[src/rtl/llp_pkg.sv]
package llp_pkg;

  localparam int POOL_NODES  = 256;
  localparam int VALUE_BITS  = 32;
  localparam int HANDLE_BITS = $clog2(POOL_NODES + 1);
  localparam int ADDR_BITS   = $clog2(POOL_NODES);
  localparam int KIND_BITS   = 3;
  localparam int STATUS_BITS = 2;
  localparam int QUEUE_DEPTH = 2;
  localparam int QPTR_BITS   = $clog2(QUEUE_DEPTH);
  localparam int QCNT_BITS   = $clog2(QUEUE_DEPTH + 1);

  // stream widths, padded to whole bytes
  localparam int IN_DATA_BITS  = ((VALUE_BITS + HANDLE_BITS + 7) / 8) * 8;
  localparam int OUT_RAW_BITS  = 2 * HANDLE_BITS + VALUE_BITS;
  localparam int OUT_DATA_BITS = ((OUT_RAW_BITS + 7) / 8) * 8;

  typedef logic [HANDLE_BITS-1:0] handle_t;
  typedef logic [VALUE_BITS-1:0]  value_t;
  typedef logic [ADDR_BITS-1:0]   addr_t;
  typedef logic [STATUS_BITS-1:0] status_t;

  // command kinds on the input stream
  localparam logic [KIND_BITS-1:0] KIND_PREPEND    = 3'd0;
  localparam logic [KIND_BITS-1:0] KIND_APPEND     = 3'd1;
  localparam logic [KIND_BITS-1:0] KIND_FREE_FIRST = 3'd2;
  localparam logic [KIND_BITS-1:0] KIND_FREE_ALL   = 3'd3;
  localparam logic [KIND_BITS-1:0] KIND_READ_NODE  = 3'd4;

  // result status codes
  localparam status_t ST_OK   = 2'd0;
  localparam status_t ST_FULL = 2'd1;
  localparam status_t ST_BAD  = 2'd2;

  typedef enum logic [2:0] {
    OP_PREPEND,
    OP_APPEND,
    OP_FREE_FIRST,
    OP_FREE_ALL,
    OP_READ,
    OP_BAD
  } op_t;

  typedef struct packed {
    op_t     op;
    value_t  value;
    handle_t handle;
  } cmd_t;

  typedef struct packed {
    handle_t handle;
    value_t  value;
    handle_t link;
    status_t status;
  } result_t;

  // handle 1..POOL_NODES maps onto memory row 0..POOL_NODES-1
  function automatic addr_t to_addr(handle_t h);
    handle_t d;
    d = h - handle_t'(1);
    return d[ADDR_BITS-1:0];
  endfunction

endpackage

[src/rtl/llp_front.sv]
module llp_front (
  input  logic                                clk,
  input  logic                                rst,
  input  logic                                s_tvalid,
  output logic                                s_tready,
  input  logic [llp_pkg::IN_DATA_BITS-1:0]    s_tdata,
  input  logic [llp_pkg::KIND_BITS-1:0]       s_tuser,
  output logic                                cmd_valid,
  output llp_pkg::cmd_t                       cmd,
  input  logic                                cmd_pop
);

  llp_pkg::cmd_t                      queue [llp_pkg::QUEUE_DEPTH];
  logic [llp_pkg::QPTR_BITS-1:0]      wr_ptr;
  logic [llp_pkg::QPTR_BITS-1:0]      rd_ptr;
  logic [llp_pkg::QCNT_BITS-1:0]      count;
  logic                               push;
  logic                               pop;
  llp_pkg::cmd_t                      in_cmd;

  // map the kind code onto an operation
  function automatic llp_pkg::op_t decode(logic [llp_pkg::KIND_BITS-1:0] k);
    llp_pkg::op_t o;
    case (k)
      llp_pkg::KIND_PREPEND:    o = llp_pkg::OP_PREPEND;
      llp_pkg::KIND_APPEND:     o = llp_pkg::OP_APPEND;
      llp_pkg::KIND_FREE_FIRST: o = llp_pkg::OP_FREE_FIRST;
      llp_pkg::KIND_FREE_ALL:   o = llp_pkg::OP_FREE_ALL;
      llp_pkg::KIND_READ_NODE:  o = llp_pkg::OP_READ;
      default:                  o = llp_pkg::OP_BAD;
    endcase
    return o;
  endfunction

  // classify the incoming item
  always_comb begin
    in_cmd.op     = decode(s_tuser);
    in_cmd.value  = s_tdata[llp_pkg::VALUE_BITS-1:0];
    in_cmd.handle = s_tdata[llp_pkg::VALUE_BITS +: llp_pkg::HANDLE_BITS];
  end

  assign s_tready  = (count != llp_pkg::QCNT_BITS'(llp_pkg::QUEUE_DEPTH));
  assign cmd_valid = (count != '0);
  assign cmd       = queue[rd_ptr];
  assign push      = s_tvalid && s_tready;
  assign pop       = cmd_pop && cmd_valid;

  // hold items until the back end takes them
  always_ff @(posedge clk) begin
    if (push) begin
      queue[wr_ptr] <= in_cmd;
    end
  end

  always_ff @(posedge clk) begin
    if (rst) begin
      wr_ptr <= '0;
      rd_ptr <= '0;
      count  <= '0;
    end else begin
      if (push) begin
        wr_ptr <= wr_ptr + 1'b1;
      end
      if (pop) begin
        rd_ptr <= rd_ptr + 1'b1;
      end
      if (push && !pop) begin
        count <= count + 1'b1;
      end else if (pop && !push) begin
        count <= count - 1'b1;
      end
    end
  end

endmodule

[config.mk]
export PLATFORM = sky130hd
export DESIGN_NAME = llp_front
export DESIGN_NICKNAME = d
export VERILOG_FILES = /design/src/rtl/llp_pkg.sv /design/src/rtl/llp_front.sv
export SDC_FILE = /design/constraint.sdc
export NUM_CORES = 1
export LEC_CHECK = 0
export ABC_AREA = 1
export BUFFER_PORTS_ARGS = -buffer_cell sky130_fd_sc_hd__buf_2
export CORE_MARGIN = 5
export CORE_UTILIZATION = 47
export CTS_CLUSTER_SIZE = 28
export DETAILED_ROUTE_END_ITERATION = 10
export HOLD_SLACK_MARGIN = 0.1
export PLACE_DENSITY = 0.81
export SLEW_MARGIN = 20
export SYNTH_ARGS = -nofsm -noshare
export SYNTH_HDL_FRONTEND = slang
export SYNTH_SLANG_ARGS = --single-unit
[constraint.sdc]
create_clock -name clk -period 2.9 [get_ports clk]
set_input_delay 0.435 -clock clk [delete_from_list [all_inputs] [get_ports clk]]
set_output_delay 0.435 -clock clk [all_outputs]
set_load 0.01 [all_outputs]
==> metrics.cfg <==
[run_status]
status=finished clean

[power_and_ir_drop]
p_total_mw=3.81
p_leak_nw=1.79
peakVddDrop_mv=0.551
powerDensity_nw_per_um2=852

[grt]
antenna_found_initial=0
grt_max_degree=45
grt_pass1_wl_um=9820
grt_use_total_pct=13.0
grt_overflow_total=0
grt_pass1_vias=2043

[timing]
setup-violations-final=0
worst_pin_slew_ns=0.610
fmax_mhz=511
finClkSkew_ns=0.00984
min_period_over_period_pct=67.5
relSlewSlack_pct=59.2
hold_viol_final=0
fin_ws_ns=0.942
period_needed_ns=1.96
rsz0062_at_grt=false
slew_violations=0
timing.hold.ws_ns=0.280

[critical_path]
cp-end-kind=output port
rr_worst_depth=5
slowest_delay_ns=0.38
crit_type=reg2out
reg2reg_to=queue[1][27]$_DFFE_PP_
reg2reg_setup_slack_ns=1.07
crit_chain=buf_12 > mux2_2 > buf_2
cp_data_required_time_ns=2.47
crit_path_max_fanout=44
cp-start-kind=flop
r2r-start=count[0]$_SDFFE_PP0P_
critPathSlowestCell=mux2_2
crit_arrival_ns=1.52

[layout]
drive_above_1_share_pct=54.9
num_antenna_cells=0
stdcell_area_um2=4470
fillCellCount=615
nets=335
area_growth_pct=22.8

[placed_design]
post-dp-hpwl_um=4000
dpl_cell_area_um2=4210
gp_congestion=0.692
place_ws_ns=1.09
port_buffers=93

[clocking]
post_cts_resized=0
clk_latency_ns=0.34
cts_root_buffer=clkbuf_8
numCtsBuffers=9
cts.sinks=93
cts_tree=built
clk_path_buf_depth=2
postCtsSetupRepairBufs=0
cts_hold_buf=0
htree_levels=3
cts.clk_slew.worst_paths_ns=0.09

[synthesis]
ys_warn_count=0
syn_nets=234
syn_area_um2=3640
yosysSeqAreaShare_pct=75.4
synth.ff_latch_count=93
avgSynthCellArea_um2=20.4
synth_cell_types=16
syn_inst=178

[floorplanning]
die-area_um2=9600
rows=32
ioPinCount=101
die_h_um=98.0
die_w_um=98.0
coreArea_um2=7650
start_util_pct=47.6

[routing]
vias_per_cell=4.78
wl_per_cell_um=15.2
dr_total_vias=1847
dr.pass1.iters=4
drt_iter0_drc=68
drc=0
postRouteAntennaNets=0
finalWirelength_um=5870

[worst_hold_path]
hold_start=s_tdata[4]
holdPathEnd=queue[1][13]$_DFFE_PP_
holdPathStages=1
hp-class=in2reg

[run]
maxCapViolations=0

==> cell type report <==
cell class,count,area [um2],share of cell area (%)
Timing Repair Buffer,96,526,11.8
Sequential cell,93,2740,61.4
Clock buffer,12,135,3.03
Multi-Input combinational cell,70,781,17.5
Tap cell,102,128,2.86
Inverter,9,33.8,0.756
Clock inverter,4,120,2.69
==> cells by family (layout without fill, tap and decap cells) <==
family | count (synthesis) | after routing | share of synthesized area, %
adder cells (fa/ha/maj) | 1 | 1 | 0.344
buffers and inverters | 15 | 121 | 3.54
multiplexers | 44 | 44 | 17.8
flip-flops | 93 | 93 | 75.4
AO/OA/AOI/OAI | 5 | 5 | 0.757
AND/OR/NAND/NOR | 20 | 20 | 2.20
==> through the flow <==
step           setup TNS, ns  utilization, %  cells
6_report                   0            58.4    386
2_1_floorplan         -0.562               -    178
5_1_grt                    0            58.4    386
3_5_place_dp               0            55.1    370
3_3_place_gp               0            55.1    370
4_1_cts                    0            58.4    386
==> cells in the mapped netlist <==
cell type	instances	share of area [%]
inv_1	9	0.93
nor2_1	8	0.83
nand2_1	9	0.93
o21ai_0	2	0.28
nand3_1	2	0.28
buf_12	4	2.2
nand4_1	1	0.17
a21oi_1	2	0.28
buf_6	1	0.31
a21o_1	1	0.21
mux2_2	4	1.2
dfxtp_1	5	2.8
ha_1	1	0.34
mux2_4	40	17
clkbuf_1	1	0.10
edfxtp_1	88	73
==> state kept, by name (all words and copies together), names as in the netlist, named ones only <==
signal  count
rd_ptr      1
queue      88
wr_ptr      1
count       2
==> critical path: cells and delay by family (launching register included) <==
family,cells,cell delay (ns)
flip-flops,1,0.34
multiplexers,1,0.38
buffers and inverters,2,0.44
==> layer usage <==
layer	up-vias	wire (um)	global-route usage [%]
li1	868	-	-
met1	900	2200	14.5
met2	68	3100	22.9
met3	11	469	4.21
met4	0	109	5.54
met5	-	0	0
==> worst max path at each step <==
stage	from	end	slack (ns)	cells after the start
after detailed placement	s_tvalid	queue[0][33]$_DFFE_PP_	1.09	4
final	flop	cmd[0]	0.94	3
after floorplan	count[0]$_SDFFE_PP0P_	queue[0][0]$_DFFE_PP_	-0.006	4
after CTS	flop	cmd[0]	0.92	3
after global routing	flop	cmd[0]	0.87	3
after global placement	s_tvalid	queue[0][19]$_DFFE_PP_	1.09	4
==> report_power, final <==
part / total (mW) / internal, mW / switching [mW] / leakage, nW
sequential: 1.75 / 1.70 / 0.0555 / 0.863
clock: 1.06 / 0.661 / 0.399 / 0.125
combinational: 0.993 / 0.493 / 0.500 / 0.799
total: 3.81 / 2.85 / 0.955 / 1.79
==> cells in the final DEF (no fill, tap or decap) <==
master and n:
a21o_1 1, a21oi_1 2, buf_12 3, buf_2 93
bufinv_16 4, clkbuf_1 3, clkbuf_8 9, dfxtp_1 4
dfxtp_2 1, edfxtp_1 88, ha_1 1, inv_1 9
mux2_2 4, mux2_4 40, nand2_1 9, nand3_1 2
nand4_1 1, nor2_1 6, nor2_4 2, o21ai_0 2
(Power assumes the default switching activity.)
